--- config.mk ---
export PLATFORM = sky130hd
export DESIGN_NAME = waveform_frame_measurement
export DESIGN_NICKNAME = d
export VERILOG_FILES = /design/src/sv/wfm_pkg.sv /design/src/sv/waveform_frame_measurement.sv /design/src/sv/wfm_ctrl.sv /design/src/sv/wfm_datapath.sv
export SDC_FILE = /design/constraint.sdc
export NUM_CORES = 1
export LEC_CHECK = 0
export BUFFER_PORTS_ARGS = -buffer_cell sky130_fd_sc_hd__buf_2
export CORE_MARGIN = 2
export CORE_UTILIZATION = 45
export DETAILED_ROUTE_END_ITERATION = 12
export GPL_ROUTABILITY_DRIVEN = 0
export RECOVER_POWER = 50
export SETUP_SLACK_MARGIN = 0.4
export SLEW_MARGIN = 0
export SYNTH_ARGS = -nofsm -noshare
export SYNTH_HDL_FRONTEND = slang
export SYNTH_SLANG_ARGS = --single-unit
--- constraint.sdc ---
create_clock -name clk_i -period 6.4 [get_ports clk_i]
set_input_delay 0.32 -clock clk_i [delete_from_list [all_inputs] [get_ports clk_i]]
set_output_delay 0.32 -clock clk_i [all_outputs]
set_load 0.02 [all_outputs]
--- src/sv/wfm_pkg.sv ---
package wfm_pkg;

  // Frame and sample geometry
  localparam int FrameLen  = 2048;
  localparam int IdxW      = $clog2(FrameLen);
  localparam int SampleW   = 12;
  localparam int FracW     = 8;
  localparam int MeanW     = SampleW + FracW;
  localparam int SumW      = 24;
  localparam int CountW    = IdxW + 1;
  localparam int DividendW = SumW + FracW;
  localparam int DivCntW   = $clog2(DividendW);

  // Configuration register map
  localparam int CfgIdxW  = 2;
  localparam int CfgDataW = 12;
  localparam logic [CfgIdxW-1:0] CFG_MEASURE_EN   = 2'd0;
  localparam logic [CfgIdxW-1:0] CFG_WINDOW_START = 2'd1;
  localparam logic [CfgIdxW-1:0] CFG_WINDOW_END   = 2'd2;

  localparam int WinStartW = 11;
  localparam int WinEndW   = 12;
  localparam logic [WinStartW-1:0] WIN_START_RST = WinStartW'(50);
  localparam logic [WinEndW-1:0]   WIN_END_RST   = WinEndW'(2000);

  // Stream payload widths
  localparam int InDataW  = 16;
  localparam int OutDataW = 72;

  typedef enum logic [1:0] {
    ST_RUN,
    ST_DIV,
    ST_PUSH
  } wfm_state_e;

  typedef struct packed {
    logic accept;     // sample request taken this cycle
    logic div_step;   // one restoring-division step
    logic load_out;   // move results into the output register
  } wfm_cmd_t;

  typedef struct packed {
    logic last_sample;  // current index is the last of the frame
    logic measure_en;
  } wfm_status_t;

endpackage

--- src/sv/waveform_frame_measurement.sv ---
// Waveform frame measurement. ADC samples (12-bit codes, low bits of
// s_axis_tdata_i) are counted into frames of 2048. Samples whose frame index
// lies in [window_start, window_end) are summed and tracked for min/max, and
// the first two rising crossings of the previous measured frame's mean are
// recorded. When a frame closes with measure_enable set, one result request
// goes out: mean (8 fraction bits, truncated), max, min, peak-to-peak and
// period with its valid flag in tuser; that mean becomes the next crossing
// threshold. With measure_enable clear the frame is dropped silently.
// Rate: one sample per clock. After the last sample of a measured frame the
// input stalls while the 32-step restoring divider forms the mean and the
// output register is loaded, and longer while the previous result still
// waits on m_axis_tready_i. An empty window reports mean 0, min 4095.
// Config writes (cfg_we_i) are meant for idle periods: index 0 enable,
// 1 window_start, 2 window_end.
module waveform_frame_measurement (
  input  logic                           clk_i,
  input  logic                           rst_ni,
  // configuration
  input  logic                           cfg_we_i,
  input  logic [wfm_pkg::CfgIdxW-1:0]    cfg_index_i,
  input  logic [wfm_pkg::CfgDataW-1:0]   cfg_data_i,
  // sample stream
  input  logic                           s_axis_tvalid_i,
  output logic                           s_axis_tready_o,
  input  logic [wfm_pkg::InDataW-1:0]    s_axis_tdata_i,   // [11:0] sample
  // result stream
  output logic                           m_axis_tvalid_o,
  input  logic                           m_axis_tready_i,
  // [19:0] mean_fixed, [31:20] max_code, [43:32] min_code,
  // [55:44] peak_to_peak, [66:56] period_samples, rest zero
  output logic [wfm_pkg::OutDataW-1:0]   m_axis_tdata_o,
  output logic                           m_axis_tuser_o    // period_valid
);

  wfm_pkg::wfm_cmd_t    cmd;
  wfm_pkg::wfm_status_t status;

  logic [wfm_pkg::MeanW-1:0]   mean;
  logic [wfm_pkg::SampleW-1:0] max_code, min_code, p2p;
  logic [wfm_pkg::IdxW-1:0]    period;

  wfm_ctrl u_ctrl (
    .clk_i     (clk_i),
    .rst_ni    (rst_ni),
    .s_valid_i (s_axis_tvalid_i),
    .s_ready_o (s_axis_tready_o),
    .m_valid_o (m_axis_tvalid_o),
    .m_ready_i (m_axis_tready_i),
    .status_i  (status),
    .cmd_o     (cmd)
  );

  wfm_datapath u_datapath (
    .clk_i          (clk_i),
    .rst_ni         (rst_ni),
    .cfg_we_i       (cfg_we_i),
    .cfg_index_i    (cfg_index_i),
    .cfg_data_i     (cfg_data_i),
    .sample_i       (s_axis_tdata_i[wfm_pkg::SampleW-1:0]),
    .cmd_i          (cmd),
    .status_o       (status),
    .mean_o         (mean),
    .max_o          (max_code),
    .min_o          (min_code),
    .p2p_o          (p2p),
    .period_o       (period),
    .period_valid_o (m_axis_tuser_o)
  );

  // Pack result fields, lowest field first, zero pad to whole bytes
  assign m_axis_tdata_o = wfm_pkg::OutDataW'({period, p2p, min_code, max_code, mean});

endmodule

--- src/sv/wfm_ctrl.sv ---
module wfm_ctrl (
  input  logic                 clk_i,
  input  logic                 rst_ni,
  input  logic                 s_valid_i,
  output logic                 s_ready_o,
  output logic                 m_valid_o,
  input  logic                 m_ready_i,
  input  wfm_pkg::wfm_status_t status_i,
  output wfm_pkg::wfm_cmd_t    cmd_o
);

  wfm_pkg::wfm_state_e state_q, state_d;
  logic [wfm_pkg::DivCntW-1:0] cnt_q, cnt_d;
  logic out_valid_q, out_valid_d;

  always_ff @(posedge clk_i or negedge rst_ni) begin
    if (!rst_ni) begin
      state_q     <= wfm_pkg::ST_RUN;
      cnt_q       <= '0;
      out_valid_q <= 1'b0;
    end else begin
      state_q     <= state_d;
      cnt_q       <= cnt_d;
      out_valid_q <= out_valid_d;
    end
  end

  always_comb begin
    state_d         = state_q;
    cnt_d           = cnt_q;
    s_ready_o       = 1'b0;
    cmd_o           = '0;
    out_valid_d     = out_valid_q && !m_ready_i;
    unique case (state_q)
      wfm_pkg::ST_RUN: begin
        s_ready_o    = 1'b1;
        cmd_o.accept = s_valid_i;
        cnt_d        = '0;
        if (s_valid_i && status_i.last_sample && status_i.measure_en) begin
          state_d = wfm_pkg::ST_DIV;
        end
      end
      wfm_pkg::ST_DIV: begin
        cmd_o.div_step = 1'b1;
        cnt_d          = cnt_q + 1'b1;
        if (cnt_q == wfm_pkg::DivCntW'(wfm_pkg::DividendW - 1)) begin
          state_d = wfm_pkg::ST_PUSH;
        end
      end
      wfm_pkg::ST_PUSH: begin
        if (!out_valid_q || m_ready_i) begin
          cmd_o.load_out = 1'b1;
          out_valid_d    = 1'b1;
          state_d        = wfm_pkg::ST_RUN;
        end
      end
      default: begin
        state_d = wfm_pkg::ST_RUN;
      end
    endcase
  end

  assign m_valid_o = out_valid_q;

endmodule

--- src/sv/wfm_datapath.sv ---
module wfm_datapath (
  input  logic                          clk_i,
  input  logic                          rst_ni,
  input  logic                          cfg_we_i,
  input  logic [wfm_pkg::CfgIdxW-1:0]   cfg_index_i,
  input  logic [wfm_pkg::CfgDataW-1:0]  cfg_data_i,
  input  logic [wfm_pkg::SampleW-1:0]   sample_i,
  input  wfm_pkg::wfm_cmd_t             cmd_i,
  output wfm_pkg::wfm_status_t          status_o,
  output logic [wfm_pkg::MeanW-1:0]     mean_o,
  output logic [wfm_pkg::SampleW-1:0]   max_o,
  output logic [wfm_pkg::SampleW-1:0]   min_o,
  output logic [wfm_pkg::SampleW-1:0]   p2p_o,
  output logic [wfm_pkg::IdxW-1:0]      period_o,
  output logic                          period_valid_o
);

  localparam logic [wfm_pkg::IdxW-1:0] LastIdx = wfm_pkg::IdxW'(wfm_pkg::FrameLen - 1);
  localparam logic [wfm_pkg::SampleW-1:0] CodeMax = '1;

  // Configuration
  logic                            en_q;
  logic [wfm_pkg::WinStartW-1:0]   win_start_q;
  logic [wfm_pkg::WinEndW-1:0]     win_end_q;

  // Frame accumulators
  logic [wfm_pkg::IdxW-1:0]    idx_q;
  logic [wfm_pkg::SampleW-1:0] prev_q;
  logic [wfm_pkg::SumW-1:0]    sum_q, sum_d;
  logic [wfm_pkg::CountW-1:0]  cnt_q, cnt_d;
  logic [wfm_pkg::SampleW-1:0] max_q, max_d, min_q, min_d;
  logic [1:0]                  xfound_q, xfound_d;
  logic [wfm_pkg::IdxW-1:0]    first_q, first_d, second_q, second_d;
  logic [wfm_pkg::MeanW-1:0]   thr_q;

  // Frame-end snapshot and divider
  logic [wfm_pkg::DividendW-1:0] dq_q;
  logic [wfm_pkg::CountW-1:0]    rem_q, divisor_q;
  logic                          zero_q;
  logic [wfm_pkg::SampleW-1:0]   smax_q, smin_q;
  logic [wfm_pkg::IdxW-1:0]      speriod_q;
  logic                          svalid_q;

  // Output register
  logic [wfm_pkg::MeanW-1:0]   omean_q;
  logic [wfm_pkg::SampleW-1:0] omax_q, omin_q, op2p_q;
  logic [wfm_pkg::IdxW-1:0]    operiod_q;
  logic                        ovalid_q;

  logic in_win, rise, last;
  logic [wfm_pkg::CountW:0] rem_ext;
  logic                     ge;
  logic [wfm_pkg::MeanW-1:0] mean_w;

  assign last = (idx_q == LastIdx);
  assign status_o.last_sample = last;
  assign status_o.measure_en  = en_q;

  always_ff @(posedge clk_i or negedge rst_ni) begin
    if (!rst_ni) begin
      en_q        <= 1'b0;
      win_start_q <= wfm_pkg::WIN_START_RST;
      win_end_q   <= wfm_pkg::WIN_END_RST;
    end else if (cfg_we_i) begin
      unique case (cfg_index_i)
        wfm_pkg::CFG_MEASURE_EN:   en_q        <= cfg_data_i[0];
        wfm_pkg::CFG_WINDOW_START: win_start_q <= cfg_data_i[wfm_pkg::WinStartW-1:0];
        wfm_pkg::CFG_WINDOW_END:   win_end_q   <= cfg_data_i[wfm_pkg::WinEndW-1:0];
        default: ;
      endcase
    end
  end

  // Per-sample window update
  always_comb begin
    in_win = ({1'b0, idx_q} >= {1'b0, win_start_q}) && ({1'b0, idx_q} < win_end_q);
    rise   = in_win && ({sample_i, {wfm_pkg::FracW{1'b0}}} > thr_q)
                    && ({prev_q, {wfm_pkg::FracW{1'b0}}} <= thr_q);
    sum_d    = sum_q;
    cnt_d    = cnt_q;
    max_d    = max_q;
    min_d    = min_q;
    xfound_d = xfound_q;
    first_d  = first_q;
    second_d = second_q;
    if (in_win) begin
      sum_d = sum_q + wfm_pkg::SumW'(sample_i);
      cnt_d = cnt_q + 1'b1;
      if (sample_i > max_q) max_d = sample_i;
      if (sample_i < min_q) min_d = sample_i;
    end
    if (rise) begin
      if (xfound_q == 2'd0) begin
        first_d  = idx_q;
        xfound_d = 2'd1;
      end else if (xfound_q == 2'd1) begin
        second_d = idx_q;
        xfound_d = 2'd2;
      end
    end
  end

  always_ff @(posedge clk_i or negedge rst_ni) begin
    if (!rst_ni) begin
      idx_q    <= '0;
      prev_q   <= '0;
      sum_q    <= '0;
      cnt_q    <= '0;
      max_q    <= '0;
      min_q    <= CodeMax;
      xfound_q <= '0;
      first_q  <= '0;
      second_q <= '0;
    end else if (cmd_i.accept) begin
      prev_q <= sample_i;
      if (last) begin
        idx_q    <= '0;
        sum_q    <= '0;
        cnt_q    <= '0;
        max_q    <= '0;
        min_q    <= CodeMax;
        xfound_q <= '0;
        first_q  <= '0;
        second_q <= '0;
      end else begin
        idx_q    <= idx_q + 1'b1;
        sum_q    <= sum_d;
        cnt_q    <= cnt_d;
        max_q    <= max_d;
        min_q    <= min_d;
        xfound_q <= xfound_d;
        first_q  <= first_d;
        second_q <= second_d;
      end
    end
  end

  // Restoring divider: one quotient bit per step, quotient shifts into dq_q
  assign rem_ext = {rem_q, dq_q[wfm_pkg::DividendW-1]};
  assign ge      = rem_ext >= {1'b0, divisor_q};

  always_ff @(posedge clk_i) begin
    if (cmd_i.accept && last) begin
      dq_q      <= {sum_d, {wfm_pkg::FracW{1'b0}}};
      rem_q     <= '0;
      divisor_q <= cnt_d;
      zero_q    <= (cnt_d == '0);
      smax_q    <= max_d;
      smin_q    <= min_d;
      svalid_q  <= (xfound_d == 2'd2);
      speriod_q <= (xfound_d == 2'd2) ? (second_d - first_d) : '0;
    end else if (cmd_i.div_step) begin
      dq_q  <= {dq_q[wfm_pkg::DividendW-2:0], ge};
      rem_q <= ge ? wfm_pkg::CountW'(rem_ext - {1'b0, divisor_q})
                  : rem_ext[wfm_pkg::CountW-1:0];
    end
  end

  assign mean_w = zero_q ? '0 : dq_q[wfm_pkg::MeanW-1:0];

  always_ff @(posedge clk_i or negedge rst_ni) begin
    if (!rst_ni) begin
      thr_q <= '0;
    end else if (cmd_i.load_out) begin
      thr_q <= mean_w;
    end
  end

  always_ff @(posedge clk_i) begin
    if (cmd_i.load_out) begin
      omean_q   <= mean_w;
      omax_q    <= smax_q;
      omin_q    <= smin_q;
      op2p_q    <= (smax_q >= smin_q) ? (smax_q - smin_q) : '0;
      operiod_q <= speriod_q;
      ovalid_q  <= svalid_q;
    end
  end

  assign mean_o         = omean_q;
  assign max_o          = omax_q;
  assign min_o          = omin_q;
  assign p2p_o          = op2p_q;
  assign period_o       = operiod_q;
  assign period_valid_o = ovalid_q;

endmodule
* After elaboration in Yosys (flattened, before gate mapping)
Index checks and enable logic that the tools add are counted.
Operators by class: $add $sub $neg 7, $lt $le $gt $ge 8, eq/ne operators 11, muxes and demuxes 38, reduce and logical (&&, ||, !) cells 20
Operators by type and width (count):
- 12-bit 2-to-1 mux | 9
- 11-bit 2-to-1 mux | 8
- 32-bit 2-to-1 mux | 2
- 24-bit 2-to-1 mux | 2
- 24-bit by 12-bit adder with 24-bit output | 1
- 12-bit subtractor | 2
- 20-bit > comparator | 1
- 20-bit less-or-equal comparator | 1
- 20-bit 2-to-1 mux | 1
- 2-bit 2-to-1 mux | 7
- 13-bit by 12-bit >= comparator with 1-bit output | 1
- 12-bit by 1-bit adder with 12-bit output, second input constant | 1
- 12-bit >= comparator | 1
- 12-bit > comparator | 1
- 12-bit logical NOT | 1
- 11-bit by 12-bit < comparator with 1-bit output | 1
- 12-bit < comparator | 1
- 11-bit by 1-bit adder with 11-bit output, second input constant | 1
- 11-bit == test, second input constant | 1
- 11-bit >= comparator | 1
- 11-bit subtractor | 1
- 5-bit case mux with 2 select lines | 1
- 1-bit logical AND | 7
- 1-bit 2-to-1 mux | 7
- other kinds (12) | 24
Word-level totals: register bits 320, output and inout bits 75, word-level logic and storage cells 115

* Logic depth before layout (Yosys ltp)
word-level depth 6, gate-level depth with buffers 24, gate-level depth less buffers 22

* By module
From an unflattened synthesis, not the netlist that was laid out.
Second synthesis, totals: cell total of the unflattened synthesis 1565, area total of the unflattened synthesis 17036.3 um2
Modules (own cells, without submodules):
- wfm_datapath | instances 1, cells an instance 1519, area an instance 16593.4 um2, sequential area each 8439.3 um2
- wfm_ctrl | instances 1, cells an instance 40, area an instance 401.6 um2, sequential area each 200.2 um2
- waveform_frame_measurement | instances 1, cells an instance 6, area an instance 41.3 um2, sequential area each 0.0 um2

* Worst setup path after synthesis
No wires, ideal clock.
kind register to register, start reg u_datapath.win_start_q[4] (netlist bit), end reg u_datapath.speriod_q[8] (netlist bit), data pin, setup time 0.260 ns, arrival time 4.957 ns, slack 1.182 ns, stages on the path, launching flop included 25, period minus slack after synthesis 5.218 ns, cells stage by stage dfstp_2 -> inv_1 -> ha_1 -> a21o_1 -> a221o_1 -> a41oi_1 -> o21ai_1 -> and4_4 -> buf_6 -> and2_2 -> buf_2 -> mux2i_1 -> ha_1 -> inv_1 -> fa_1 -> a21oi_1 -> nand2_1 -> a31oi_1 -> o221ai_1 -> nor3b_1 -> a221oi_1 -> o22ai_1 -> and4_4 -> o21ai_2 -> mux2_4
Between the ends: cells in the longest elaborated chain, start to end 6, elaborated cells between the ends (all ways) 9, classes of those cells add/sub (1); order compare (1); eq/ne (1); mux (3); reduce/logical (3)
Ends and longest elaborated chain:
- start: declaration | line wfm_datapath.sv:23 | logic [wfm_pkg::WinStartW-1:0] win_start_q;
- start signal: assignment | line wfm_datapath.sv:62 | win_start_q <= wfm_pkg::WIN_START_RST;
- start signal: assignment | line wfm_datapath.sv:67 | wfm_pkg::CFG_WINDOW_START: win_start_q <= cfg_data_i[wfm_pkg::WinStartW-1:0];
- 11-bit >= comparator (*) | line wfm_datapath.sv:76 | in_win = ({1'b0, idx_q} >= {1'b0, win_start_q}) && ({1'b0, idx_q} < win_end_q);
- 1-bit logical AND (*) | line wfm_datapath.sv:76
- 1-bit logical AND (*) | line wfm_datapath.sv:77 | rise = in_win && ({sample_i, {wfm_pkg::FracW{1'b0}}} > thr_q)
- 1-bit logical AND (*) | line wfm_datapath.sv:78 | && ({prev_q, {wfm_pkg::FracW{1'b0}}} <= thr_q);
- 11-bit 2-to-1 mux / 2-bit 2-to-1 mux (equally long branches) | line wfm_datapath.sv:92 | if (rise) begin
- 11-bit subtractor / 2-bit == test (equally long branches) | line wfm_datapath.sv:151 | speriod_q <= (xfound_d == 2'd2) ? (second_d - first_d) : '0;
- end signal: assignment | line wfm_datapath.sv:151
- end: declaration | line wfm_datapath.sv:41 | logic [wfm_pkg::IdxW-1:0] speriod_q;
Mark *: on every way between the ends. The rest lies on a longest branch, timed or not. A chain may end at the register's enable or synchronous reset.

* Worst setup path after layout
start reg u_datapath.win_start_q[4] (netlist bit), end reg u_datapath.speriod_q[9] (netlist bit), data pin
The elaborated chain is that of the path after synthesis.

==> out/metrics.cfg <==
[status]
outcome = complete, but fails checks
violations = capacitance limit, slew limit

[yosys]
synthArstFlopShare = 0.497
synthFlopType = edfxtp_1
synth_most_common_cell = edfxtp_1
yosysUniqueCellTypes = 83
yosysWarnings = 0
syn-instance-count = 1560
synth-edff-count = 141
ys_seq_elements = 320
synthDominantCellAreaShare = 0.248
synth_area_leaders = edfxtp_1 25%, dfrtp_1 20%, ha_1 8.7%
yosysTopAreaCell = edfxtp_1
yosysSeqAreaShare = 0.507
synth_area_um2 = 17000
synthTopCellsByCount = 141 x edfxtp_1, 138 x dfrtp_1, 137 x inv_1
syn_avg_cell_area_um2 = 10.9

[routing]
antenna_left = 0
wire_per_inst_um = 18.0
drtPass1Iterations = 5
drc = 0
dr_total_vias = 12100
drt_iter0_markers = 805
via_per_inst = 5.47
wl_um = 39700

[placed_design]
portBuffers = 100
dpl_cell_area_um2 = 18100
dp_hpwl_um = 27200
pre_cts_ws_ns = 0.581

[power_and_ir_drop]
p_sw_mw = 1.66
seqPwrFrac = 0.422
total_leakage_power_nw = 8.14
switching_share = 0.284
clkPwrFrac = 0.372
ir_worst_vdd_mv = 0.175
intPower_mw = 4.17
combPwrFrac = 0.206
power_density_nw_per_um2 = 302

[timing]
worst_slew_pin_slew_ns = 4.86
hold_ws_ns = 0.0351
finalSetupTns_ns = 0
final_max_slew_viol_count = 227
maxSlewHeadroom = -2.24
rsz0062_at_grt = false
finalHoldViolations = 0
fin_ws_ns = 0.786
period_share = 0.877
fmax_mhz = 178
min_period_ns = 5.61
setup_viol = 0
fin_worst_skew_ns = 0.0240

[clocking]
clock-sinks = 320
clk_latency_ns = 0.54
path_clk_slew_ns = 0.06
cts_made_buffers = 38
cts_root_buf = clkbuf_16
htree_levels = 2
cts_tree = yes
clk_path_buf_depth = 3

[final_layout]
drive_gt1_frac = 0.127
nNetsFinal = 1823
areaGrowthSynthToFinish_pct = 13.2
stdcell_area_um2 = 19300

[floorplanning]
die_h_um = 199
die_area_um2 = 39400
fp.dieW_um = 199
placementRows = 71
ios = 110
initial_core_util = 0.455
core_um2 = 37500

[grt]
grt_pass1_wl_um = 63100
grt_use_total = 0.203
grt_max_degree = 103
grt_pass1_vias = 11900
grt_overflow_total = 0
antenna_found_initial = 1

[critical_path]
critPathSlowestCell = o21ai_0
startpoint_type = register
critPathMaxFanout = 12
critPathCapture = u_datapath.speriod_q[9]
path_cells = inv_1, ha_1, a21o_1, a221o_1, a41oi_1, o21ai_2, buf_4, nand4_1, buf_4, mux2i_1, ha_1, nor2b_1, o21ai_0, nand2_1, a311oi_1, a21oi_1, mux2i_1, a221oi_1, o31a_1, o31ai_1, o41ai_1
r2r_start = u_datapath.win_start_q[4]
path_buf_inv = 3
crit_family = compound AO/OA/AOI/OAI gates
critPathRequiredTime_ns = 6.66
r2r_setup_slack_ns = 0.79
critPathLaunch = u_datapath.win_start_q[4]
crit_type = register to register
r2r_end = u_datapath.speriod_q[9]
reg2reg_depth = 21
slowest_delay_ns = 0.56
cp_num_cells = 21
endpoint_kind = register
arrival_ns = 5.88

[flow_run]
drv_cap = 3

[worst_hold_path]
hold_class = input port to register

worst register-to-register path: cells and delay by family (launching register included):
family	cells	cell delay [ns]
buf+inv	3	0.46
flops	1	0.53
simple gates	3	0.48
mux	2	0.61
fa+ha+maj	2	0.58
compound gates	11	2.71
how the worst min path moves through the flow:
| stage | endpoint | cells after the start | slack [ns] | from |
|---|---|---|---|---|
| after detailed placement | u_datapath.period_o[1] | 0 | 0.41 | u_datapath.speriod_q[1] |
| after CTS | u_datapath.win_start_q[3] | 2 | 0.01 | cfg_data_i[3] |
| final | u_datapath.win_end_q[9] | 2 | 0.04 | cfg_data_i[9] |
| after floorplan | u_ctrl.cnt_q[0] | 0 | 0.02 | rst_ni |
| after global routing | u_datapath.win_start_q[5] | 2 | 0.02 | cfg_data_i[5] |
| after global placement | u_datapath.period_o[1] | 0 | 0.41 | u_datapath.speriod_q[1] |
registers in the layout, summed over array words and instances (netlist names), 12 cells and up:
| register | cells |
|---|---|
| u_datapath.divisor_q | 12 |
| u_datapath.min_o | 12 |
| u_datapath.cnt_q | 12 |
| u_datapath.max_q | 12 |
| u_datapath.win_end_q | 12 |
| u_datapath.prev_q | 12 |
| u_datapath.p2p_o | 12 |
| u_datapath.rem_q | 12 |
| u_datapath.max_o | 12 |
| u_datapath.dq_q | 32 |
| u_datapath.sum_q | 24 |
| u_datapath.smax_q | 12 |
| u_datapath.smin_q | 12 |
| u_datapath.mean_o | 20 |
| u_datapath.min_q | 12 |
| u_datapath.thr_q | 20 |
per-stage QoR:
step           instances  power (mW)  utilization
2_1_floorplan       1564        3.36            -
4_1_cts             2200        5.87        0.516
5_1_grt             2206        6.13        0.515
3_3_place_gp        2129        3.64        0.482
3_5_place_dp        2129        3.68        0.482
6_report            2206        5.83        0.515
power groups by stage:
stage	registers [mW]	logic [mW]	clock network (mW)
after CTS	2.46	1.19	2.23
after floorplan	2.47	0.897	0
after global placement	2.49	1.15	0
after detailed placement	2.50	1.18	0
final	2.46	1.20	2.17
after global routing	2.48	1.34	2.31
area by class of cell:
cell class	instances	area (um^2)
Multi-Input combinational cell	1042	7650
Fill cell	3435	18200
Sequential cell	320	8640
Timing Repair Buffer	125	597
Tap cell	511	639
Clock inverter	22	223
Inverter	138	518
Clock buffer	47	1040
Antenna cell	1	2.50
layer usage:
layer  global-route usage  vias up  routed length [um]
met3               0.0297       47                1470
met5                    0        -                   0
met4               0.0536        0                 764
met1                0.274     5972               18300
met2                0.342      203               19200
li1                     -     5851                   -
cell usage in the layout, fill, tap and decap left out, drive strengths merged, types with 21 or more instances in the layout:
cell,Yosys,routed
o21ai,127,127
nor2,57,57
edfxtp,141,141
mux2,55,55
a22o,39,39
ha,119,119
nand4,26,26
clkbuf,48,121
a21oi,66,66
nor3,25,25
mux2i,56,56
nor2b,37,37
xor2,24,24
nand2,135,135
inv,137,139
xnor2,38,38
dfrtp,138,138
buf,17,48
dfstp,21,21
nand3,25,25
kinds of logic after synthesis:
kind of cell             Yosys count  share of synthesized area
adder cells (fa/ha/maj)          123                     0.0921
AND/OR/NAND/NOR                  377                      0.113
other                              1                   0.000220
flip-flops                       320                      0.507
multiplexers                     111                     0.0694
AO/OA/AOI/OAI                    363                      0.139
buffers and inverters            203                     0.0473
XOR/XNOR                          62                     0.0323
timing repair:
action	CTS	global route
gates resized for setup	0	2
setup buffers	0	4
endpoints found under the setup margin	0	5
endpoints found under the hold margin	57	0
hold buffers	2	0
No activity file was read; power rests on OpenSTA's default activity.
